--- config.mk ---
export PLATFORM = sky130hd
export DESIGN_NAME = pfbu_chan_ctr
export DESIGN_NICKNAME = d
export VERILOG_FILES = /design/src/design/pfbu_pkg.sv /design/src/design/pfbu_chan_ctr.sv
export SDC_FILE = /design/constraint.sdc
export NUM_CORES = 1
export LEC_CHECK = 0
export BUFFER_PORTS_ARGS = -buffer_cell sky130_fd_sc_hd__buf_2
export CORE_MARGIN = 5
export CORE_UTILIZATION = 30
export DETAILED_ROUTE_END_ITERATION = 12
export PLACE_DENSITY_LB_ADDON = 0.25
export REMOVE_ABC_BUFFERS = 1
export SYNTH_ARGS = -nofsm -noshare
export SYNTH_HDL_FRONTEND = slang
export SYNTH_SLANG_ARGS = --single-unit
--- constraint.sdc ---
create_clock -name i_clk -period 8.5 [get_ports i_clk]
set_input_delay 1.7 -clock i_clk [delete_from_list [all_inputs] [get_ports i_clk]]
set_output_delay 1.7 -clock i_clk [all_outputs]
set_load 0.03 [all_outputs]
--- src/design/pfbu_pkg.sv ---
// Shared types and constants of the per-channel PReLU forward/backward unit.
package pfbu_pkg;

    localparam int FUNC_W   = 3;
    localparam int DATA_W   = 16;
    localparam int INDEX_W  = 6;
    localparam int RESULT_W = 32;
    localparam int GRAD_W   = 32;
    localparam int CFG_IDX_W  = 2;
    localparam int CFG_DATA_W = 16;
    localparam int SLOPE_CH_W = 7;

    // Q2.14 value 0.25, the reset value of every slope.
    localparam logic [DATA_W-1:0] SLOPE_RESET = 16'h1000;

    typedef enum logic [FUNC_W-1:0] {
        FUNC_FORWARD     = 3'd0,
        FUNC_BACKWARD    = 3'd1,
        FUNC_UPDATE      = 3'd2,
        FUNC_WRITE_SLOPE = 3'd3,
        FUNC_READ_GRAD   = 3'd4,
        FUNC_READ_SLOPE  = 3'd5
    } t_func;

    typedef enum logic [CFG_IDX_W-1:0] {
        REG_PLANE_SIZE      = 2'd0,
        REG_TENSOR_CHANNELS = 2'd1,
        REG_SLOPE_CHANNELS  = 2'd2,
        REG_LEARN_RATE      = 2'd3
    } t_cfg_reg;

    typedef enum logic [1:0] {
        S_IDLE,
        S_READ,
        S_WB
    } t_state;

endpackage

--- src/design/pfbu_chan_ctr.sv ---
// Plane position and channel counters that place each streamed element in its channel.
module pfbu_chan_ctr
    import pfbu_pkg::*;
(
    input  logic                  i_clk,
    input  logic                  i_rst_n,
    input  logic                  i_step,
    input  logic                  i_first,
    input  logic [DATA_W-1:0]     i_plane_size,
    input  logic [DATA_W-1:0]     i_tensor_channels,
    output logic [DATA_W-1:0]     o_channel
);

    logic [DATA_W-1:0] r_plane_pos, n_plane_pos;
    logic [DATA_W-1:0] r_chan, n_chan;
    logic [DATA_W-1:0] pos_base, chan_base, pos_inc, chan_inc, ps, tc;

    always_comb begin
        ps        = (i_plane_size == '0) ? DATA_W'(1) : i_plane_size;
        tc        = (i_tensor_channels == '0) ? DATA_W'(1) : i_tensor_channels;
        pos_base  = i_first ? '0 : r_plane_pos;
        chan_base = i_first ? '0 : r_chan;
        pos_inc   = pos_base + DATA_W'(1);
        chan_inc  = chan_base + DATA_W'(1);
        if (pos_inc >= ps) begin
            n_plane_pos = '0;
            n_chan      = (chan_inc >= tc) ? '0 : chan_inc;
        end else begin
            n_plane_pos = pos_inc;
            n_chan      = chan_base;
        end
    end

    always_ff @(posedge i_clk) begin
        if (!i_rst_n) begin
            r_plane_pos <= '0;
            r_chan      <= '0;
        end else if (i_step) begin
            r_plane_pos <= n_plane_pos;
            r_chan      <= n_chan;
        end
    end

    assign o_channel = chan_base;

endmodule

==> reports/metrics.yaml <==
cap_violations: 0
synthToLayoutAreaGrowth_pct: 15.04
synth_edf_count: 0
layout_common_cells: "51 x buf_2, 37 x inv_1, 34 x ha_1, 32 x nand2_1, 32 x dfxtp_1"
ctsResizeCount: 0
clk_latency_ns: 0.28
cts_root_buf: "clkbuf_8"
antennaDiodeCount: 0
syn_inst: 370
vias: 2672
cts_hold_buffers: 0
die_w_um: 108.7
rows: 36
post_cts_buffers: 0
setup-tns-final_ns: 0
async_reset_ff_share_pct: 0
skew_ns: 0.01016
ir_drop_mv: 0.05619
dp_hpwl_mm: 5.900
routed_wl_mm: 7.514
critical-path-slowest-cell: "a22o_1"
p_leak_nw: 1.558
nFillCells: 1069
worstMarginPinSlew_ns: 0.5632
cts_tree: "done"
gp_congestion: 0.8557
wl_per_cell_um: 13.69
hold_depth: 2
grt_usage_pct: 12.96
synth_top_area_share_pct: 21.94
final.period_utilization_pct: 62.52
cp.required_ns: 8.72
yosysWarnings: 0
relSlewSlack_pct: 62.22
yosysTopAreaCell: "dfxtp_1"
numCtsBuffers: 5
antenna_found_initial: 0
coreArea_mm2: 0.009639
arrival_ns: 5.53
ys_ff_latch: 32
worst_r2r_path_depth: 14
drt_iter0_drc: 118
setup.worst_path.end_class: "register"
p_per_area_mw_per_mm2: 91.73
synth.yosys.seq_area_share_pct: 21.94
synth_area_mm2: 0.002920
power_mw: 0.3082
cp-start-kind: "input port"
grt_max_degree: 53
htree_num_levels: 2
period_needed_ns: 5.314
drv_slew: 0
fmax_mhz: 188.2
cp_num_cells: 16
clk_path_buf_depth: 2
clock_sinks: 32
path_delay_family: "compound AO/OA/AOI/OAI gates"
final_common_cell: "buf_2"
vias_per_cell: 4.867
drtPass1Iterations: 4
hold_viol_final: 0
nets: 485
dieArea_mm2: 0.01181
die_h_um: 108.7
status: "finished, final reports clean"
syn_avg_cell_area_um2: 7.893
min_path_type: "register to register"
synth_cell_type_count: 55
path_clk_slew_ns: 0.06
final_antenna_net_count: 0
ys.flop_type: "dfxtp_1"
start_util_pct: 30.30
drc: 0
num_io_pins: 52
cpPeakStageDelay_ns: 0.54
ys_top_cells_by_area: "dfxtp_1 22%, ha_1 15%, inv_1 4.8%"
port_buffers: 51
finalSetupViolations: 0
crit_fanout: 52
grt_pass1_wl_mm: 12.31
rsz0062_at_grt: "no"
grt_pass1_vias: 2516
path_cells: "buf_2 -> buf_4 -> nor2b_1 -> ha_1 -> and3_1 -> and3_1 -> nand3_1 -> mux2_2 -> ha_1 -> a21o_1 -> a21oi_1 -> o21ai_0 -> a21oi_2 -> buf_4 -> a22o_1 -> a221o_1"
cp_num_buf_inv: 3
overflow: 0
drive_gt1_share_pct: 17.55
criticalPathCategory: "input port to register"
[worst reg2reg max path, stage by stage, from the launching register on]
cell     delay [ns]
dfxtp_1        0.41
nor2b_1        0.31
ha_1           0.24
and3_1         0.24
and3_1         0.27
nand3_1        0.11
mux2_2         0.30
ha_1           0.31
a21o_1         0.18
a21oi_1        0.12
o21ai_0        0.14
a21oi_2        0.13
buf_4          0.28
a22o_1         0.55
a221o_1        0.24
[cell type report]
| class | count | area, um^2 | share of cell area [%] |
|---|---|---|---|
| multi-input combinational | 285 | 2052 | 61.08 |
| clock buffer | 5 | 68.82 | 2.048 |
| sequential | 32 | 640.6 | 19.07 |
| inverter | 38 | 142.6 | 4.246 |
| clock inverter | 3 | 18.77 | 0.5587 |
| tap | 133 | 166.4 | 4.953 |
| timing repair buffer | 53 | 270.3 | 8.045 |
[metal layers]
metal / vias up / GRT usage [%] / routed length [um]
li1: 1405 / - / -
met1: 1202 / 17.28 / 3471
met2: 61 / 21.93 / 3574
met3: 4 / 2.250 / 407
met4: 0 / 2.795 / 61
met5: - / 0 / 0
[report_power, final]
| group | switching [mW] | internal, mW |
|---|---|---|
| registers | 0.000703 | 0.150 |
| clock network | 0.0605 | 0.0570 |
| logic | 0.0239 | 0.0157 |
| total | 0.0851 | 0.223 |
[worst paths after layout]
kind	start	endpoint	slack (ns)
worst max register to register	r_plane_pos[0]	r_chan[8]	4.60
worst min register to register	r_plane_pos[12]	r_plane_pos[12]	0.46
worst max-delay path	i_first	r_chan[8]	3.19
worst min-delay path	r_plane_pos[12]	r_plane_pos[12]	0.46
[registers in the layout (all words and copies together) (netlist names)]
| register | count |
|---|---|
| r_chan | 16 |
| r_plane_pos | 16 |
[stage by stage]
stage	utilization, %	setup WS [ns]	instance area (um^2)	hold slack, ns	cells
after floorplan	-	3.556	2835	0.4347	355
after global placement	33.94	2.959	3272	0.4450	541
after detailed placement	33.94	2.920	3272	0.4505	541
after CTS	34.85	3.224	3359	0.4620	549
after global routing	34.85	2.914	3359	0.4873	549
final	34.85	3.186	3359	0.4609	549
[kinds of logic after synthesis]
group | count (synthesis) | synth area share [%]
AND/OR/NAND/NOR | 159 | 29.69
multiplexers | 2 | 0.7712
adder cells (fa/ha/maj) | 34 | 14.57
flip-flops | 32 | 21.94
AO/OA/AOI/OAI | 65 | 17.22
buffers and inverters | 53 | 7.798
XOR/XNOR | 25 | 8.012
[cells in the mapped netlist, drive strengths merged (2+ instances only)]
| master | instances |
|---|---|
| a211o | 3 |
| a211oi | 2 |
| a21boi | 14 |
| a21o | 2 |
| a21oi | 10 |
| a221o | 4 |
| a22o | 11 |
| a22oi | 2 |
| a31oi | 2 |
| a41o | 2 |
| and2 | 2 |
| and3 | 4 |
| buf | 8 |
| clkbuf | 7 |
| dfxtp | 32 |
| ha | 34 |
| inv | 37 |
| mux2 | 2 |
| nand2 | 32 |
| nand2b | 6 |
| nand3 | 25 |
| nand3b | 2 |
| nand4 | 8 |
| nand4b | 2 |
| nor2 | 28 |
| nor2b | 21 |
| nor3 | 9 |
| nor4 | 9 |
| nor4b | 4 |
| o2111ai | 2 |
| o21ai | 6 |
| or3 | 3 |
| xnor2 | 14 |
| xor2 | 11 |
(Power assumes the default switching activity.)
