--- src/design/pfbu_table.sv ---
// Synchronous table memory with per-entry valid bits that stand in for the reset value.
module pfbu_table #(
    parameter int             DEPTH   = 64,
    parameter int             W       = 16,
    parameter logic [W-1:0]   RST_VAL = '0,
    parameter int             AW      = (DEPTH > 1) ? $clog2(DEPTH) : 1
) (
    input  logic          i_clk,
    input  logic          i_rst_n,
    input  logic          i_clr,
    input  logic          i_rd_en,
    input  logic [AW-1:0] i_rd_addr,
    input  logic          i_wr_en,
    input  logic [AW-1:0] i_wr_addr,
    input  logic [W-1:0]  i_wr_data,
    output logic [W-1:0]  o_rd_data
);

    logic [W-1:0]     mem [DEPTH];
    logic [DEPTH-1:0] r_valid;
    logic [W-1:0]     r_rd_data;

    always_ff @(posedge i_clk) begin
        if (i_wr_en) begin
            mem[i_wr_addr] <= i_wr_data;
        end
    end

    // An entry never written since reset or since the last clear reads as the reset value.
    always_ff @(posedge i_clk) begin
        if (i_rd_en) begin
            if (i_clr || !r_valid[i_rd_addr]) begin
                r_rd_data <= RST_VAL;
            end else begin
                r_rd_data <= mem[i_rd_addr];
            end
        end
    end

    always_ff @(posedge i_clk) begin
        if (!i_rst_n || i_clr) begin
            r_valid <= '0;
        end else if (i_wr_en) begin
            r_valid[i_wr_addr] <= 1'b1;
        end
    end

    assign o_rd_data = r_rd_data;

endmodule

--- config.mk ---
export PLATFORM = sky130hd
export DESIGN_NAME = pfbu_table
export DESIGN_NICKNAME = d
export VERILOG_FILES = /design/src/design/pfbu_table.sv
export SDC_FILE = /design/constraint.sdc
export NUM_CORES = 1
export LEC_CHECK = 0
export BUFFER_PORTS_ARGS = -buffer_cell sky130_fd_sc_hd__buf_2
export CAP_MARGIN = 30
export CORE_MARGIN = 2
export CORE_UTILIZATION = 26
export CTS_BUF_LIST = sky130_fd_sc_hd__clkbuf_16
export CTS_CLUSTER_SIZE = 25
export DETAILED_ROUTE_END_ITERATION = 7
export GPL_ROUTABILITY_DRIVEN = 0
export SLEW_MARGIN = 0
export SYNTH_ARGS = -nofsm -noshare
export SYNTH_HDL_FRONTEND = slang
export SYNTH_SLANG_ARGS = --single-unit
--- constraint.sdc ---
create_clock -name i_clk -period 2.3 [get_ports i_clk]
set_clock_uncertainty 0.15 [all_clocks]
set_input_delay 0.115 -clock i_clk [delete_from_list [all_inputs] [get_ports i_clk]]
set_output_delay 0.115 -clock i_clk [all_outputs]
set_load 0.01 [all_outputs]
==> impl_metrics.py, run 1 <==
metrics = {
    "worst_setup_path": {
        "reg2regPathDepth": 6,
        "arrival_ns": 2.46,
        "critical_path.slowest_cell": "mux4_2",
        "endpoint": "o_rd_data[15]$_SDFFCE_PP0P_",
        "worst-path-max-fanout": 1,
        "startpoint_type": "register",
        "crit_chain": "mux4_2 > a22oi_1 > buf_4 > nand2_1 > a22oi_1 > a21oi_1",
        "crit_type": "register to register",
        "ff2ff_setup_slack_ns": 0.11,
        "worst_setup_path_end_kind": "register",
        "critPathRequiredTime_ns": 2.57,
        "worstSetupStartpoint": "mem[28][15]$_DFFE_PP_",
        "max_stage_delay_ns": 0.48,
        "worst_r2r_startpoint": "mem[28][15]$_DFFE_PP_",
        "cp_common_cell": "a22oi_1",
        "worst_r2r_endpoint": "o_rd_data[15]$_SDFFCE_PP0P_",
    },
    "clocking": {
        "cts_tree": "yes",
        "cts_inserted_buffers": 110,
        "htree_levels": 3,
        "clock-root-buffer": "clkbuf_16",
        "clkSlewWorstSetupHoldPaths_ns": 0.06,
        "clock_sink_count": 1104,
        "clock_network_latency_to_the_later_pin_of_the_worst_skew_pair_ns": 0.69,
        "max-clock-path-buffers": 3,
    },
    "synthesis": {
        "syn_nets": 1943,
        "yosys.area_share.adder_pct": 0,
        "yosys_warnings": 0,
        "synth.distinct_cells": 27,
        "postSynthCellCount": 1910,
        "synth_compound_gate_area_share_pct": 4.32,
        "synth_xor_xnor_area_share_pct": 0,
        "synth_mux_area_share_pct": 14.8,
        "largest_family_of_logic_cells_by_synthesized_area": "multiplexers",
        "synthesized_cell_area_um2": 41900,
        "synth-seq-cells": 1104,
        "share_of_the_yosys_chip_area_belonging_to_registers_pct": 77.7,
        "mean_area_per_synthesized_cell_um2": 21.9,
        "synth_simple_gate_area_share_pct": 1.73,
    },
    "routing": {
        "drt_pass1_iterations": 5,
        "remaining_drc_errors": 0,
        "routed_wire_length_per_instance_um": 23.3,
        "ant_nets": 0,
        "routed-via-count": 21100,
        "vias_per_cell": 4.65,
        "drt-initial-drc-count": 2387,
        "detail_route.wirelength_mm": 105,
    },
    "sta": {
        "transition_at_the_pin_with_the_smallest_max_transition_slack_ns": 0.825,
        "finalMaxSlewViolations": 0,
        "min_period_ns": 2.19,
        "setup_slack_ns": 0.107,
        "achievable-frequency_mhz": 456,
        "setup_viol": 0,
        "final_hold_viol_count": 0,
        "relSlewSlack_pct": 45.0,
        "grt_setup_unrepaired": "false",
        "part_of_the_cycle_the_worst_path_needs_pct": 95.4,
    },
    "placement": {
        "dp_slack_ns": -0.620,
        "dpl.hpwl_mm": 66.8,
        "placement.cell_area_um2": 47800,
        "numPortBuffers": 48,
    },
    "floorplan": {
        "core_region_area_um2": 160000,
        "initial_cell_density_of_the_core_pct": 26.1,
        "num_rows": 147,
        "die_x_um": 405,
        "fp.dieArea_um2": 164000,
        "die-height_um": 405,
        "num_io_pins": 49,
    },
    "power_and_ir_drop": {
        "post-layout-total-power_mw": 41.9,
        "leakage_nw": 16.4,
        "power-per-cell-area_nw_per_um2": 811,
        "vdd_ir_drop_max_mv": 0.563,
    },
    "finish": {
        "layout-drive-gt1-share_pct": 35.4,
        "design.final.nets": 2305,
        "postLayoutCoreUtil_pct": 32.2,
        "syn_to_final_growth_pct": 23.3,
        "postLayoutCellArea_um2": 51600,
    },
    "global_routing": {
        "grt_start_max_net_pins": 65,
        "vias_in_the_first_global_route": 21100,
        "initial_antenna_violation_count": 17,
        "grt_overflow_total": 0,
        "all_layer_gr_usage_pct": 12.7,
        "grt_first_pass_wirelength_mm": 151,
    },
    "worst_hold_path": {
        "worst_hold_path_type": "input pin to register",
    },
    "run": {
        "cap_viol_max_count": 0,
    },
    "run_status": {
        "status": "complete, no violations",
    },
}
[final cells by class]
class / count / area, um^2
Clock inverter: 94 / 734
Antenna cell: 5 / 12.5
Multi-Input combinational cell: 696 / 8950
Clock buffer: 111 / 2780
Tap cell: 2160 / 2700
Fill cell: 15100 / 109000
Timing Repair Buffer: 360 / 3900
Sequential cell: 1104 / 32500
[metrics by stage]
step / instances / hold WS, ns / TNS [ns]
after floorplan: 1910 / 0.0639 / 0
after global placement: 4295 / 0.291 / -5.23
after detailed placement: 4295 / 0.300 / -5.55
after CTS: 4523 / 0.0277 / 0
after global routing: 4527 / 0.0653 / 0
final: 4530 / 0.0742 / 0
[state kept, by name (all words and copies together) (netlist names)]
register   flops
mem         1024
o_rd_data     16
r_valid       64
[report_power, final]
group	total [mW]	internal, mW	switching, mW
Sequential	22.2	22.1	0.0547
Clock	17.3	9.78	7.51
Combinational	2.42	1.03	1.39
[repair_timing]
item,4_1_cts,5_1_grt
gates resized for setup,2,6
hold buffers,23,1
buffers inserted,0,0
endpoints found under the hold margin,727,52
setup endpoints to repair,2,5
[worst max-delay path: cells and delay by family, from the launching register on]
kind,cells,cell delay [ns]
and+or+nand+nor,1,0.10
muxes,1,0.48
buffers and inverters,1,0.16
AOI/OAI and AO/OA,3,0.67
DFF,1,0.36
[worst min path at each step]
stage | to | startpoint | cells after the start
CTS | mem[58][5]$_DFFE_PP_ | i_wr_en | 5
global route | mem[58][5]$_DFFE_PP_ | i_wr_en | 5
finish | mem[58][5]$_DFFE_PP_ | i_wr_en | 5
detailed placement | r_valid[36]$_SDFFE_PP0P_ | r_valid[36]$_SDFFE_PP0P_ | 1
floorplan | mem[0][0]$_DFFE_PP_ | i_wr_data[0] | 0
global placement | r_valid[54]$_SDFFE_PP0P_ | r_valid[54]$_SDFFE_PP0P_ | 1
[placed cells by master (no fill, tap or decap), types with 10 or more instances in the layout]
| master | netlist | final |
|---|---|---|
| clkinv_2 | 0 | 23 |
| buf_12 | 0 | 99 |
| a22oi_1 | 162 | 154 |
| nor2_1 | 65 | 14 |
| clkbuf_16 | 0 | 111 |
| a21oi_1 | 16 | 16 |
| buf_2 | 14 | 46 |
| clkinv_1 | 0 | 18 |
| buf_4 | 9 | 189 |
| clkinvlp_4 | 0 | 10 |
| nor2_2 | 0 | 50 |
| inv_1 | 0 | 27 |
| nand2_1 | 69 | 69 |
| edfxtp_1 | 1040 | 1040 |
| o21a_1 | 64 | 64 |
| dlygate4sd3_1 | 0 | 24 |
| mux4_2 | 272 | 272 |
| dfxtp_1 | 64 | 64 |
[cells in the mapped netlist (all sizes together)]
master | instances | area share, %
clkbuf | 61 | 0.55
or2 | 1 | 0.015
nand4 | 3 | 0.045
nand3 | 7 | 0.084
a22oi | 163 | 2.9
and2 | 3 | 0.045
nor3 | 4 | 0.048
nand2b | 5 | 0.075
edfxtp | 1040 | 75
o21a | 64 | 1.1
nor2 | 65 | 0.58
dfxtp | 64 | 3.1
nor2b | 12 | 0.18
nand3b | 1 | 0.018
mux4 | 272 | 15
buf | 49 | 0.89
or3 | 1 | 0.015
a21oi | 16 | 0.19
mux2i | 8 | 0.19
nand2 | 69 | 0.62
a221oi | 2 | 0.042
[cells by family (layout without fill, tap and decap cells)]
logic type | after synthesis | in the layout
other | 0 | 5
DFF | 1104 | 1104
muxes | 280 | 280
AOI/OAI and AO/OA | 245 | 245
and+or+nand+nor | 171 | 171
buffers and inverters | 110 | 565
[routing by layer]
metal  up-vias  share of wire, %  global-route usage, %
li1       8832                 -                      -
met1     11300                44                   18.7
met2       786                45                   19.0
met3       130               8.4                   2.72
met4        12               1.9                   3.29
met5         -             0.066                      0
Note: power is estimated with default switching activity, not from simulation.
==> run 2: changes to the inputs <==
--- a/config.mk
+++ b/config.mk
@@ -13,6 +13,7 @@
 export CTS_CLUSTER_SIZE = 25
 export DETAILED_ROUTE_END_ITERATION = 7
 export GPL_ROUTABILITY_DRIVEN = 0
+export REMOVE_ABC_BUFFERS = 1
 export SLEW_MARGIN = 0
 export SYNTH_ARGS = -nofsm -noshare
 export SYNTH_HDL_FRONTEND = slang
==> impl_metrics.py, run 2 (synthesis gave the netlist of run 1 again) <==
metrics = {
    "run_status": {
        "status": "complete, no violations",
    },
    "worst_setup_path": {
        "critPathRequiredTime_ns": 2.59,
        "arrival_ns": 2.53,
        "cp_common_cell": "a22oi_1",
        "worst_setup_path_end_kind": "register",
        "startpoint_type": "register",
        "ff2ff_setup_slack_ns": 0.06,
        "max_stage_delay_ns": 0.49,
        "reg2regPathDepth": 5,
        "cp.buffers_inverters": 0,
        "worst_r2r_endpoint": "o_rd_data[1]$_SDFFCE_PP0P_",
        "worst_path_dominant_cell_family": "compound AO/OA/AOI/OAI gates",
        "crit_chain": "mux4_2 > a22oi_1 > nand2_1 > a22oi_1 > a21oi_1",
        "crit_type": "register to register",
        "worst-path-max-fanout": 1,
        "worst_r2r_startpoint": "mem[15][1]$_DFFE_PP_",
        "critical_path.slowest_cell": "mux4_2",
    },
    "placement": {
        "placement.cell_area_um2": 47800,
        "dp_slack_ns": -0.622,
        "dpl.hpwl_mm": 68.7,
        "numPortBuffers": 48,
    },
    "finish": {
        "design.final.nets": 2309,
        "fillerInstances": 15200,
        "postLayoutCoreUtil_pct": 32.2,
        "final_common_cell": "edfxtp_1",
        "top_register": "mem",
        "layout-drive-gt1-share_pct": 35.7,
        "most_frequent_cells_in_the_layout": "1040 x edfxtp_1, 272 x mux4_2, 186 x buf_4, 151 x a22oi_1, 113 x clkbuf_16",
        "largest_reg_flops": 1024,
        "syn_to_final_growth_pct": 23.3,
        "postLayoutCellArea_um2": 51600,
    },
    "sta": {
        "grt_setup_unrepaired": "false",
        "achievable-frequency_mhz": 447,
        "part_of_the_cycle_the_worst_path_needs_pct": 97.3,
        "setup_viol": 0,
        "finalMaxSlewViolations": 0,
        "min_period_ns": 2.24,
        "setup_slack_ns": 0.0623,
        "transition_at_the_pin_with_the_smallest_max_transition_slack_ns": 0.742,
        "relSlewSlack_pct": 50.5,
        "final_hold_viol_count": 0,
    },
    "global_routing": {
        "grt_start_max_net_pins": 65,
        "vias_in_the_first_global_route": 20800,
        "grt_overflow_total": 0,
        "all_layer_gr_usage_pct": 13.0,
        "initial_antenna_violation_count": 15,
        "grt_first_pass_wirelength_mm": 155,
    },
    "clocking": {
        "clock_network_latency_to_the_later_pin_of_the_worst_skew_pair_ns": 0.70,
        "clkSlewWorstSetupHoldPaths_ns": 0.06,
        "cts_inserted_buffers": 110,
        "post_cts_buffers": 0,
        "cts_tree": "yes",
        "htree_levels": 3,
        "clock-root-buffer": "clkbuf_16",
        "max-clock-path-buffers": 3,
        "clock_sink_count": 1104,
    },
    "worst_hold_path": {
        "hold_start": "i_wr_addr[4]",
        "worst_hold_path_type": "input pin to register",
        "min_to": "mem[39][14]$_DFFE_PP_",
        "worstHoldPathCells": 4,
    },
    "floorplan": {
        "die_x_um": 405,
        "num_rows": 147,
        "initial_cell_density_of_the_core_pct": 26.1,
        "fp.dieArea_um2": 164000,
        "core_region_area_um2": 160000,
        "num_io_pins": 49,
        "die-height_um": 405,
    },
    "routing": {
        "vias_per_cell": 4.60,
        "drt-initial-drc-count": 2389,
        "remaining_drc_errors": 0,
        "routed_wire_length_per_instance_um": 23.9,
        "ant_nets": 0,
        "detail_route.wirelength_mm": 108,
        "drt_pass1_iterations": 5,
        "routed-via-count": 20800,
    },
    "power_and_ir_drop": {
        "vdd_ir_drop_max_mv": 0.649,
        "leakage_nw": 16.4,
        "power-per-cell-area_nw_per_um2": 805,
    },
    "run": {
        "cap_viol_max_count": 0,
    },
}
==> run 2: cell types whose count changed in the layout (fill, tap and decap cells not counted), moves of 4 or more <==
| cell | delta |
|---|---|
| nor2_1 | -10 |
| diode_2 | -4 |
| inv_1 | -8 |
| clkinvlp_4 | -5 |
| nor2_2 | +10 |
| clkinv_2 | -6 |
| clkinv_1 | +12 |
| bufinv_16 | -5 |
==> run 2: stage by stage <==
step	TNS, ns	std cells	total power, mW	hold slack, ns
final	0	4526	41.5	0.0427
after global routing	0	4525	42.7	0.0631
after CTS	0	4524	41.9	0.00104
after detailed placement	-7.77	4296	25.0	0.301
after global placement	-7.63	4296	25.0	0.291
after floorplan	-37.87	1800	23.4	0.0639
==> run 2: repair_timing <==
| item | 4_1_cts | 5_1_grt |
|---|---|---|
| setup endpoints to repair | 6 | 55 |
| hold endpoints to repair | 734 | 0 |
| resized for setup | 6 | 9 |
| hold buffers | 27 | 0 |
==> run 2: how the worst max path moves through the flow <==
stage | startpoint | end | slack, ns | cells past startpoint
2_1_floorplan | i_rd_addr[1] | o_rd_data[0]$_SDFFCE_PP0P_ | -0.84 | 5
3_3_place_gp | i_rd_addr[0] | o_rd_data[12]$_SDFFCE_PP0P_ | -0.69 | 10
3_5_place_dp | i_rd_addr[0] | o_rd_data[12]$_SDFFCE_PP0P_ | -0.62 | 10
4_1_cts | mem[22][8]$_DFFE_PP_ | o_rd_data[8]$_SDFFCE_PP0P_ | 0.02 | 5
5_1_grt | mem[28][10]$_DFFE_PP_ | o_rd_data[10]$_SDFFCE_PP0P_ | 0.009 | 7
6_report | mem[15][1]$_DFFE_PP_ | o_rd_data[1]$_SDFFCE_PP0P_ | 0.06 | 5
==> run 2: worst register-to-register path: cells and delay by family, from the launching register on <==
family             cells  cell delay [ns]
DFF                    1             0.36
and+or+nand+nor        1             0.25
muxes                  1             0.49
AOI/OAI and AO/OA      3             0.75
==> run 2: power by group <==
group / total (mW) / switching (mW) / internal [mW]
clock network: 16.9 / 7.55 / 9.35
logic: 2.46 / 1.42 / 1.04
registers: 22.2 / 0.0592 / 22.1
total: 41.5 / 9.03 / 32.5
==> run 2: cell type report <==
cell class	instances	area, um^2	share of cell area [%]
clock buffers	113	2830	5.48
repair buffers	364	3980	7.72
clock inverters	88	561	1.09
diodes	1	2.50	0.00485
flip-flops and latches	1104	32500	63.0
multi-input cells	696	9000	17.4
well taps	2160	2700	5.24
==> run 2: layer usage <==
metal / global-route usage, % / wire (um)
met4: 2.81 / 1550
met1: 18.4 / 47100
met3: 2.45 / 7820
met2: 20.9 / 51500
met5: 0 / 98
